## config.mk

```make
export PLATFORM = sky130hd
export DESIGN_NAME = straight_alpha_over_blend_flat
export DESIGN_NICKNAME = d
export VERILOG_FILES = /design/src/rtl/sao_pkg.sv /design/src/rtl/sao_if.sv /design/src/rtl/sao_ctrl.sv /design/src/rtl/sao_lane.sv /design/src/rtl/straight_alpha_over_blend.sv /design/src/flat_wrapper.sv
export SDC_FILE = /design/constraint.sdc
export NUM_CORES = 2
export LEC_CHECK = 0
export BUFFER_PORTS_ARGS = -buffer_cell sky130_fd_sc_hd__buf_2
export CAP_MARGIN = 20
export CORE_MARGIN = 2
export CORE_UTILIZATION = 40
export DETAILED_ROUTE_END_ITERATION = 6
export GPL_ROUTABILITY_DRIVEN = 0
export GPL_TIMING_DRIVEN = 0
export PLACE_DENSITY_LB_ADDON = 0.05
export SYNTH_ARGS = -nofsm -noshare
export SYNTH_HDL_FRONTEND = slang
export SYNTH_SLANG_ARGS = --single-unit
```

## constraint.sdc

```tcl
create_clock -name clk -period 27.1 [get_ports clk]
set_clock_uncertainty 0.1 [all_clocks]
set_input_delay 2.71 -clock clk [delete_from_list [all_inputs] [get_ports clk]]
set_output_delay 2.71 -clock clk [all_outputs]
set_load 0.1 [all_outputs]
```

## src/rtl/sao_pkg.sv

```systemverilog
// Shared constants and types of the straight-alpha source-over blender.
`timescale 1ns / 1ps

package sao_pkg;

  localparam int CH_W      = 8;   // width of one colour or alpha channel
  localparam int PROD_W    = 16;  // channel times alpha
  localparam int COV_W     = 16;  // combined coverage, at most 255*255
  localparam int NUM_W     = 25;  // colour numerator
  localparam int QBITS     = 8;   // quotient bits, one per divider stage
  localparam int LANES     = 3;   // red, green, blue
  localparam int DIV_FIRST = 3;   // first divider stage
  localparam int DEPTH     = DIV_FIRST + QBITS;

  localparam logic [CH_W-1:0] CH_MAX = 8'd255;
  // Reciprocal of 255 for coverage values below 65536: floor(x/255) = ((x+1)*257) >> 16.
  localparam logic [8:0] RECIP_255 = 9'd257;

  typedef struct packed {
    logic [DEPTH-1:0] en;     // stage loads at this edge
    logic [DEPTH-1:0] valid;  // stage holds a pixel
  } pipe_ctrl_t;

endpackage

```

## src/rtl/sao_if.sv

```systemverilog
// Pixel channel interfaces: the source/destination pair in, the blended pixel out.
`timescale 1ns / 1ps

interface sao_in_if;
  logic       valid;
  logic       ready;
  logic [7:0] src_red;
  logic [7:0] src_green;
  logic [7:0] src_blue;
  logic [7:0] src_alpha;
  logic [7:0] dst_red;
  logic [7:0] dst_green;
  logic [7:0] dst_blue;
  logic [7:0] dst_alpha;

  modport source (output valid, src_red, src_green, src_blue, src_alpha,
                  dst_red, dst_green, dst_blue, dst_alpha, input ready);
  modport sink   (input valid, src_red, src_green, src_blue, src_alpha,
                  dst_red, dst_green, dst_blue, dst_alpha, output ready);
endinterface

interface sao_out_if;
  logic       valid;
  logic       ready;
  logic [7:0] out_red;
  logic [7:0] out_green;
  logic [7:0] out_blue;
  logic [7:0] out_alpha;

  modport source (output valid, out_red, out_green, out_blue, out_alpha, input ready);
  modport sink   (input valid, out_red, out_green, out_blue, out_alpha, output ready);
endinterface

```

## src/rtl/sao_ctrl.sv

```systemverilog
// Valid bits and per-stage load enables of the blending pipeline.
`timescale 1ns / 1ps

module sao_ctrl (
  input  logic                clk,
  input  logic                rst,
  input  logic                in_valid,
  input  logic                out_ready,
  output sao_pkg::pipe_ctrl_t ctrl
);

  localparam int DEPTH = sao_pkg::DEPTH;

  logic [DEPTH-1:0] valid;
  logic [DEPTH-1:0] en;

  // A stage may load when the output is taken or some stage at or after it is empty.
  for (genvar s = 0; s < DEPTH; s++) begin : g_en
    assign en[s] = out_ready | ~(&valid[DEPTH-1:s]);
  end

  always_ff @(posedge clk) begin
    if (rst) begin
      valid <= '0;
    end else begin
      if (en[0]) begin
        valid[0] <= in_valid;
      end
      for (int s = 1; s < DEPTH; s++) begin
        if (en[s]) begin
          valid[s] <= valid[s-1];
        end
      end
    end
  end

  assign ctrl.en    = en;
  assign ctrl.valid = valid;

endmodule

```

## src/rtl/sao_lane.sv

```systemverilog
// One colour lane: products, numerator and a bit-per-stage restoring divider.
`timescale 1ns / 1ps

module sao_lane (
  input  logic                                clk,
  input  sao_pkg::pipe_ctrl_t                 ctrl,
  input  logic [sao_pkg::CH_W-1:0]            sc,
  input  logic [sao_pkg::CH_W-1:0]            dc,
  input  logic [sao_pkg::CH_W-1:0]            sa0,
  input  logic [sao_pkg::CH_W-1:0]            da0,
  input  logic [sao_pkg::CH_W-1:0]            inv1,
  input  logic [sao_pkg::COV_W-1:0]           cov_line [sao_pkg::QBITS],
  input  logic                                bypass,
  output logic [sao_pkg::CH_W-1:0]            color
);

  localparam int CH_W      = sao_pkg::CH_W;
  localparam int PROD_W    = sao_pkg::PROD_W;
  localparam int NUM_W     = sao_pkg::NUM_W;
  localparam int QBITS     = sao_pkg::QBITS;
  localparam int DEPTH     = sao_pkg::DEPTH;
  localparam int DIV_FIRST = sao_pkg::DIV_FIRST;

  logic [CH_W-1:0]        sc0;
  logic [CH_W-1:0]        dc_line [DEPTH-1];
  logic [PROD_W-1:0]      ps1;
  logic [PROD_W-1:0]      pd1;
  logic [PROD_W+CH_W-1:0] pd_inv;
  logic [NUM_W-1:0]       num2;
  logic [NUM_W-1:0]       rem [QBITS-1];
  logic [QBITS-1:0]       quo [QBITS-1];

  assign pd_inv = (PROD_W+CH_W)'(pd1) * (PROD_W+CH_W)'(inv1);

  always_ff @(posedge clk) begin
    if (ctrl.en[0]) begin
      sc0        <= sc;
      dc_line[0] <= dc;
    end
    for (int s = 1; s < DEPTH-1; s++) begin
      if (ctrl.en[s]) begin
        dc_line[s] <= dc_line[s-1];
      end
    end
    if (ctrl.en[1]) begin
      ps1 <= PROD_W'(sc0) * PROD_W'(sa0);
      pd1 <= PROD_W'(dc_line[0]) * PROD_W'(da0);
    end
    if (ctrl.en[2]) begin
      // ps1 * 255 as a shift and subtract.
      num2 <= (NUM_W'(ps1) << CH_W) - NUM_W'(ps1) + NUM_W'(pd_inv);
    end
  end

  for (genvar j = 0; j < QBITS; j++) begin : g_div
    localparam int SH = QBITS - 1 - j;
    logic [NUM_W-1:0] r_in;
    logic [NUM_W-1:0] dsh;
    logic             ge;

    if (j == 0) begin : g_first
      assign r_in = num2;
    end else begin : g_next
      assign r_in = rem[j-1];
    end

    assign dsh = NUM_W'(cov_line[j]) << SH;
    assign ge  = r_in >= dsh;

    if (j < QBITS-1) begin : g_mid
      logic [QBITS-1:0] q_prev;
      if (j == 0) begin : g_q0
        assign q_prev = '0;
      end else begin : g_qn
        assign q_prev = quo[j-1];
      end
      always_ff @(posedge clk) begin
        if (ctrl.en[DIV_FIRST+j]) begin
          rem[j] <= ge ? r_in - dsh : r_in;
          quo[j] <= {q_prev[QBITS-2:0], ge};
        end
      end
    end else begin : g_last
      // A transparent source passes the destination colour through.
      always_ff @(posedge clk) begin
        if (ctrl.en[DEPTH-1]) begin
          color <= bypass ? dc_line[DEPTH-2] : {quo[j-1][QBITS-2:0], ge};
        end
      end
    end
  end

endmodule

```

## src/rtl/straight_alpha_over_blend.sv

```systemverilog
// Top level: straight-alpha source-over blending of one RGBA8 pixel pair per clock.
//
// pix_in carries a source and a destination pixel, both with straight alpha;
// pix_out carries the blended pixel. Both channels transfer on valid and ready.
// Throughput is one pixel per clock while pix_out is not stalled: every stage,
// including each of the eight divider stages that produce one quotient bit
// with one compare and subtract, takes a new pixel at every edge.
// A pixel passes the input, product and numerator stages and then the divider
// stages, the last of which is the output register that drives pix_out.
// Three colour lanes run side by side; coverage and alpha are computed once
// and merged with the lane results in the output register.
// A transparent source (alpha 0) returns the destination pixel unchanged.
// Reset clears all valid bits; the pipeline is empty and ready afterwards.
// When the receiver stalls, the result holds on pix_out and the stages behind
// it keep filling empty slots; pix_in.ready falls only once every stage is full.
`timescale 1ns / 1ps

module straight_alpha_over_blend (
  input  logic      clk,
  input  logic      rst,
  sao_in_if.sink    pix_in,
  sao_out_if.source pix_out
);

  localparam int CH_W      = sao_pkg::CH_W;
  localparam int COV_W     = sao_pkg::COV_W;
  localparam int QBITS     = sao_pkg::QBITS;
  localparam int LANES     = sao_pkg::LANES;
  localparam int DEPTH     = sao_pkg::DEPTH;
  localparam int DIV_FIRST = sao_pkg::DIV_FIRST;

  sao_pkg::pipe_ctrl_t ctrl;

  logic [CH_W-1:0]  src_c [LANES];
  logic [CH_W-1:0]  dst_c [LANES];
  logic [CH_W-1:0]  lane_color [LANES];

  logic [CH_W-1:0]  sa0;
  logic [CH_W-1:0]  inv1;
  logic [COV_W-1:0] covs1;
  logic [COV_W-1:0] covd1;
  logic [CH_W-1:0]  da_line [DEPTH-1];
  logic             byp_line [1:DEPTH-2];
  logic [COV_W-1:0] cov_line [QBITS];
  logic [CH_W-1:0]  alpha_line [DIV_FIRST:DEPTH-2];
  logic [CH_W-1:0]  alpha_out;
  logic [COV_W:0]   cov_p1;
  logic [COV_W+9:0] alpha_prod;

  assign src_c[0] = pix_in.src_red;
  assign src_c[1] = pix_in.src_green;
  assign src_c[2] = pix_in.src_blue;
  assign dst_c[0] = pix_in.dst_red;
  assign dst_c[1] = pix_in.dst_green;
  assign dst_c[2] = pix_in.dst_blue;

  sao_ctrl u_ctrl (
    .clk      (clk),
    .rst      (rst),
    .in_valid (pix_in.valid),
    .out_ready(pix_out.ready),
    .ctrl     (ctrl)
  );

  assign cov_p1     = (COV_W+1)'(cov_line[0]) + 1'b1;
  assign alpha_prod = (COV_W+10)'(cov_p1) * (COV_W+10)'(sao_pkg::RECIP_255);

  always_ff @(posedge clk) begin
    if (ctrl.en[0]) begin
      sa0        <= pix_in.src_alpha;
      da_line[0] <= pix_in.dst_alpha;
    end
    for (int s = 1; s < DEPTH-1; s++) begin
      if (ctrl.en[s]) begin
        da_line[s] <= da_line[s-1];
      end
    end
    if (ctrl.en[1]) begin
      inv1        <= sao_pkg::CH_MAX - sa0;
      covs1       <= (COV_W'(sa0) << CH_W) - COV_W'(sa0);
      covd1       <= COV_W'(da_line[0]) * COV_W'(sao_pkg::CH_MAX - sa0);
      byp_line[1] <= (sa0 == '0);
    end
    for (int s = 2; s < DEPTH-1; s++) begin
      if (ctrl.en[s]) begin
        byp_line[s] <= byp_line[s-1];
      end
    end
    if (ctrl.en[DIV_FIRST-1]) begin
      cov_line[0] <= covs1 + covd1;
    end
    for (int k = 1; k < QBITS; k++) begin
      if (ctrl.en[DIV_FIRST-1+k]) begin
        cov_line[k] <= cov_line[k-1];
      end
    end
    if (ctrl.en[DIV_FIRST]) begin
      alpha_line[DIV_FIRST] <= alpha_prod[COV_W+CH_W-1:COV_W];
    end
    for (int s = DIV_FIRST+1; s < DEPTH-1; s++) begin
      if (ctrl.en[s]) begin
        alpha_line[s] <= alpha_line[s-1];
      end
    end
    if (ctrl.en[DEPTH-1]) begin
      alpha_out <= byp_line[DEPTH-2] ? da_line[DEPTH-2] : alpha_line[DEPTH-2];
    end
  end

  for (genvar l = 0; l < LANES; l++) begin : g_lane
    sao_lane u_lane (
      .clk     (clk),
      .ctrl    (ctrl),
      .sc      (src_c[l]),
      .dc      (dst_c[l]),
      .sa0     (sa0),
      .da0     (da_line[0]),
      .inv1    (inv1),
      .cov_line(cov_line),
      .bypass  (byp_line[DEPTH-2]),
      .color   (lane_color[l])
    );
  end

  assign pix_in.ready      = ctrl.en[0];
  assign pix_out.valid     = ctrl.valid[DEPTH-1];
  assign pix_out.out_red   = lane_color[0];
  assign pix_out.out_green = lane_color[1];
  assign pix_out.out_blue  = lane_color[2];
  assign pix_out.out_alpha = alpha_out;

endmodule

```

## src/flat_wrapper.sv

```systemverilog
// flat-port wrapper written by rule: the top's interface ports become plain ports
module straight_alpha_over_blend_flat 
  (clk, rst, pix_in_valid, pix_in_src_red, pix_in_src_green, pix_in_src_blue, pix_in_src_alpha, pix_in_dst_red, pix_in_dst_green, pix_in_dst_blue, pix_in_dst_alpha, pix_in_ready, pix_out_valid, pix_out_out_red, pix_out_out_green, pix_out_out_blue, pix_out_out_alpha, pix_out_ready);
  sao_in_if pix_in_i ();
  sao_out_if pix_out_i ();
  input  logic clk;
  input  logic rst;
  input wire logic [$bits(pix_in_i.valid)-1:0] pix_in_valid;
  input wire logic [$bits(pix_in_i.src_red)-1:0] pix_in_src_red;
  input wire logic [$bits(pix_in_i.src_green)-1:0] pix_in_src_green;
  input wire logic [$bits(pix_in_i.src_blue)-1:0] pix_in_src_blue;
  input wire logic [$bits(pix_in_i.src_alpha)-1:0] pix_in_src_alpha;
  input wire logic [$bits(pix_in_i.dst_red)-1:0] pix_in_dst_red;
  input wire logic [$bits(pix_in_i.dst_green)-1:0] pix_in_dst_green;
  input wire logic [$bits(pix_in_i.dst_blue)-1:0] pix_in_dst_blue;
  input wire logic [$bits(pix_in_i.dst_alpha)-1:0] pix_in_dst_alpha;
  output wire logic [$bits(pix_in_i.ready)-1:0] pix_in_ready;
  output wire logic [$bits(pix_out_i.valid)-1:0] pix_out_valid;
  output wire logic [$bits(pix_out_i.out_red)-1:0] pix_out_out_red;
  output wire logic [$bits(pix_out_i.out_green)-1:0] pix_out_out_green;
  output wire logic [$bits(pix_out_i.out_blue)-1:0] pix_out_out_blue;
  output wire logic [$bits(pix_out_i.out_alpha)-1:0] pix_out_out_alpha;
  input wire logic [$bits(pix_out_i.ready)-1:0] pix_out_ready;
  assign pix_in_i.valid = pix_in_valid;
  assign pix_in_i.src_red = pix_in_src_red;
  assign pix_in_i.src_green = pix_in_src_green;
  assign pix_in_i.src_blue = pix_in_src_blue;
  assign pix_in_i.src_alpha = pix_in_src_alpha;
  assign pix_in_i.dst_red = pix_in_dst_red;
  assign pix_in_i.dst_green = pix_in_dst_green;
  assign pix_in_i.dst_blue = pix_in_dst_blue;
  assign pix_in_i.dst_alpha = pix_in_dst_alpha;
  assign pix_in_ready = pix_in_i.ready;
  assign pix_out_valid = pix_out_i.valid;
  assign pix_out_out_red = pix_out_i.out_red;
  assign pix_out_out_green = pix_out_i.out_green;
  assign pix_out_out_blue = pix_out_i.out_blue;
  assign pix_out_out_alpha = pix_out_i.out_alpha;
  assign pix_out_i.ready = pix_out_ready;
  straight_alpha_over_blend u_core (.clk(clk), .rst(rst), .pix_in(pix_in_i), .pix_out(pix_out_i));
endmodule
```

==> flow_summary.json <==
{
  "status": "completed",
  "finalCritPeriodShare_pct": 34.8,
  "critPathKind": "in2out",
  "fillers": 22036,
  "clk_pin_slew_ps": 60,
  "finalSetupViolCount": 0,
  "synthMuxAreaShare_pct": 1.32,
  "cts_hold_buf": 0,
  "synthAdderAreaFrac_pct": 24.1,
  "wl_per_cell_um": 22.2,
  "drt_first_pass_iters": 7,
  "syn_inst": 8400,
  "synth_enable_flop_cells": 1397,
  "grt_overflow": 0,
  "fin_setup_tns_ps": 0,
  "clock_tree.buffer_depth": 3,
  "path_delay_family": "simple AND/OR/NAND/NOR gates",
  "viasPerCell": 5.15,
  "routed_wl_um": 267000,
  "num_vias": 61820,
  "synth_compound_area_share_pct": 8.95,
  "syn_avg_cell_area_sq_um": 11.4,
  "drtIter0Drc": 3545,
  "r2r_slack_ps": 19270,
  "initial_core_util_pct": 40.2,
  "rsz0062_at_grt": "false",
  "synth_warnings": 0,
  "grt_pass1_wl_um": 399000,
  "cts_tree": "built",
  "synth_top_cell_by_area": "edfxtp_1",
  "antenna_found_initial": 10,
  "dieArea_sq_mm": 0.243,
  "clock_latency_ps": 830,
  "hold_viol": 0,
  "synth_top_family_by_area": "adder cells",
  "grt_max_degree": 103,
  "drv_slew": 0,
  "final-seq-area_sq_mm": 0.0422,
  "fin_nets": 10234,
  "syn_nets": 9941,
  "startpoint_type": "input port",
  "path_buf_inv": 7,
  "cp.arrival_ps": 6620,
  "grt_pass1_vias": 63440,
  "yosysTopAreaCellShare_pct": 43.9,
  "rows": 179,
  "cts_setup_buffers": 0,
  "detailed_place_hpwl_um": 215000,
  "syn_to_final_growth_pct": 11.3,
  "max-slew-margin-rel_pct": 25.6,
  "h-tree-depth": 4,
  "synth_xor_area_share_pct": 4.71,
  "tightest_slew_ps": 1120,
  "final_antenna_net_count": 0,
  "ys.flop_type": "edfxtp_1",
  "yosys.area_share.simple_pct": 11.9,
  "required_ps": 24290,
  "cts_sinks": 1408,
  "hold_path.class": "reg2reg",
  "drc": 0,
  "critPathMaxStageDelay_ps": 770,
  "path_max_fanout": 25,
  "period_needed_ps": 9430,
  "ys_ff_latch": 1408,
  "maxCapViolCount": 0,
  "async_flop_share_pct": 0,
  "grt_usage_pct": 21.9,
  "fp.dieW_um": 493,
  "fmax_mhz": 106,
  "critPathCaptureType": "output pin",
  "cp_cell_sequence": "buf_2 > nor2b_1 > inv_2 > nor2_1 > nand3_4 > nor2_1 > nand4_1 > buf_8 > buf_8 > buf_8 > buf_8 > buf_2",
  "ys_top_cells_by_area": "edfxtp_1, fa_1, ha_1",
  "cp_slowest_cell": "nor2_1",
  "numCtsBuffers": 166,
  "multi_input_area_sq_mm": 0.0488,
  "worst_path_most_repeated_cell": "buf_8",
  "syn-cell-area_sq_mm": 0.0956,
  "cts_resized": 0,
  "portBuffers": 101,
  "io_pins": 102,
  "ys_seq_area_share_pct": 44.1,
  "drive_above_1_share_pct": 6.16,
  "ys_types": 97,
  "clockRootBuffer": "clkbuf_16",
  "fp.coreArea_sq_mm": 0.238,
  "die_h_um": 493
}
placed cells by master (no fill, tap or decap), types with 51 or more instances in the layout:
| master | instances |
|---|---|
| xor2_1 | 213 |
| fa_1 | 616 |
| ha_1 | 857 |
| nand4_1 | 51 |
| a21o_1 | 157 |
| nand2_1 | 814 |
| nor4_1 | 58 |
| xnor2_1 | 301 |
| nor3_1 | 118 |
| mux2_2 | 87 |
| inv_1 | 1051 |
| nand2b_1 | 78 |
| nor2_1 | 385 |
| clkbuf_1 | 163 |
| o21ai_0 | 356 |
| buf_2 | 118 |
| a21oi_1 | 386 |
| nand3_1 | 91 |
| o21a_1 | 88 |
| nor2b_1 | 122 |
| clkbuf_16 | 166 |
| and2_1 | 391 |
| edfxtp_1 | 1397 |
cell usage after synthesis (38+ instances only):
library cell / n
a21o_1: 157
a21oi_1: 386
and2_1: 391
and3_1: 38
clkbuf_1: 140
edfxtp_1: 1397
fa_1: 616
ha_1: 857
inv_1: 1055
mux2_2: 87
nand2_1: 818
nand2b_1: 78
nand3_1: 93
nand4_1: 51
nor2_1: 385
nor2b_1: 122
nor3_1: 118
nor4_1: 58
o21a_1: 88
o21ai_0: 356
or3_1: 42
xnor2_1: 301
xor2_1: 213
kinds of logic after synthesis:
logic type | Yosys count
AND/OR/NAND/NOR | 2307
adder cells (fa/ha/maj) | 1473
flip-flops | 1408
AO/OA/AOI/OAI | 1351
buffers and inverters | 1233
XOR/XNOR | 514
multiplexers | 114
per-stage QoR:
| stage | std cells | hold slack (ps) | utilization [%] | area (sq um) | setup WS [ps] |
|---|---|---|---|---|---|
| after CTS | 11996 | 287 | 44.8 | 106000 | 17540 |
| final | 12002 | 287 | 44.8 | 106000 | 17670 |
| after global routing | 12001 | 283 | 44.8 | 106000 | 17290 |
| after global placement | 11668 | 301 | 42.1 | 100000 | 5990 |
| after floorplan | 8400 | 300 | - | 95600 | 12750 |
| after detailed placement | 11692 | 305 | 42.4 | 101000 | 17560 |
flip-flops by register name (all words and copies together), names as in the netlist, 9 cells and up:
name,cells
u_core.alpha_line,56
u_core.byp_line,9
u_core.cov_line,128
u_core.covd1,16
u_core.covs1,16
u_core.da_line,80
u_core.g_lane.u_lane.color,24
u_core.g_lane.u_lane.dc_line,240
u_core.g_lane.u_lane.g_div.r_in,75
u_core.g_lane.u_lane.pd1,48
u_core.g_lane.u_lane.ps1,48
u_core.g_lane.u_lane.quo,84
u_core.g_lane.u_lane.rem,525
u_core.g_lane.u_lane.sc0,24
u_core.u_ctrl.valid,11
final cells by class:
type                            count  area share, %
Multi-Input combinational cell   5759           45.9
Sequential cell                  1408           39.6
Clock buffer                      189           3.99
Inverter                         1061           3.76
Tap cell                         3167           3.72
Clock inverter                    115           1.36
Timing Repair Buffer              125           1.01
Buffer                            172          0.635
Antenna cell                        6         0.0141
metal layers:
metal  track usage (%)  wire length (um)  up-vias
met4              10.4             14100        2
met2              39.1            135000     1264
met5                 0                10        -
li1                  -                 -    29758
met3              2.41              7960      443
met1              26.4            110000    30353
worst paths after layout:
kind,startpoint,to,cells past startpoint
max reg2reg,u_core.inv1[5]$_DFFE_PP_,u_core.g_lane[2].u_lane.g_div[0].r_in[23]$_DFFE_PP_,19
min,u_core.alpha_line[0][45]$_DFFE_PP_,u_core.alpha_line[0][53]$_DFFE_PP_,0
max,pix_out_ready,pix_in_ready,12
min reg2reg,u_core.alpha_line[0][45]$_DFFE_PP_,u_core.alpha_line[0][53]$_DFFE_PP_,0
worst register-to-register path: cells and delay by family (launching register included):
family / cells / cell delay (ps)
buf+inv: 3 / 1610
xor+xnor: 1 / 350
simple gates: 3 / 510
compound gates: 6 / 1830
flops: 1 / 420
fa+ha+maj: 6 / 2780
Power is left out: the tool's default activity adds up to more than one toggle a clock period on the data nets, which glitch-free logic cannot reach.
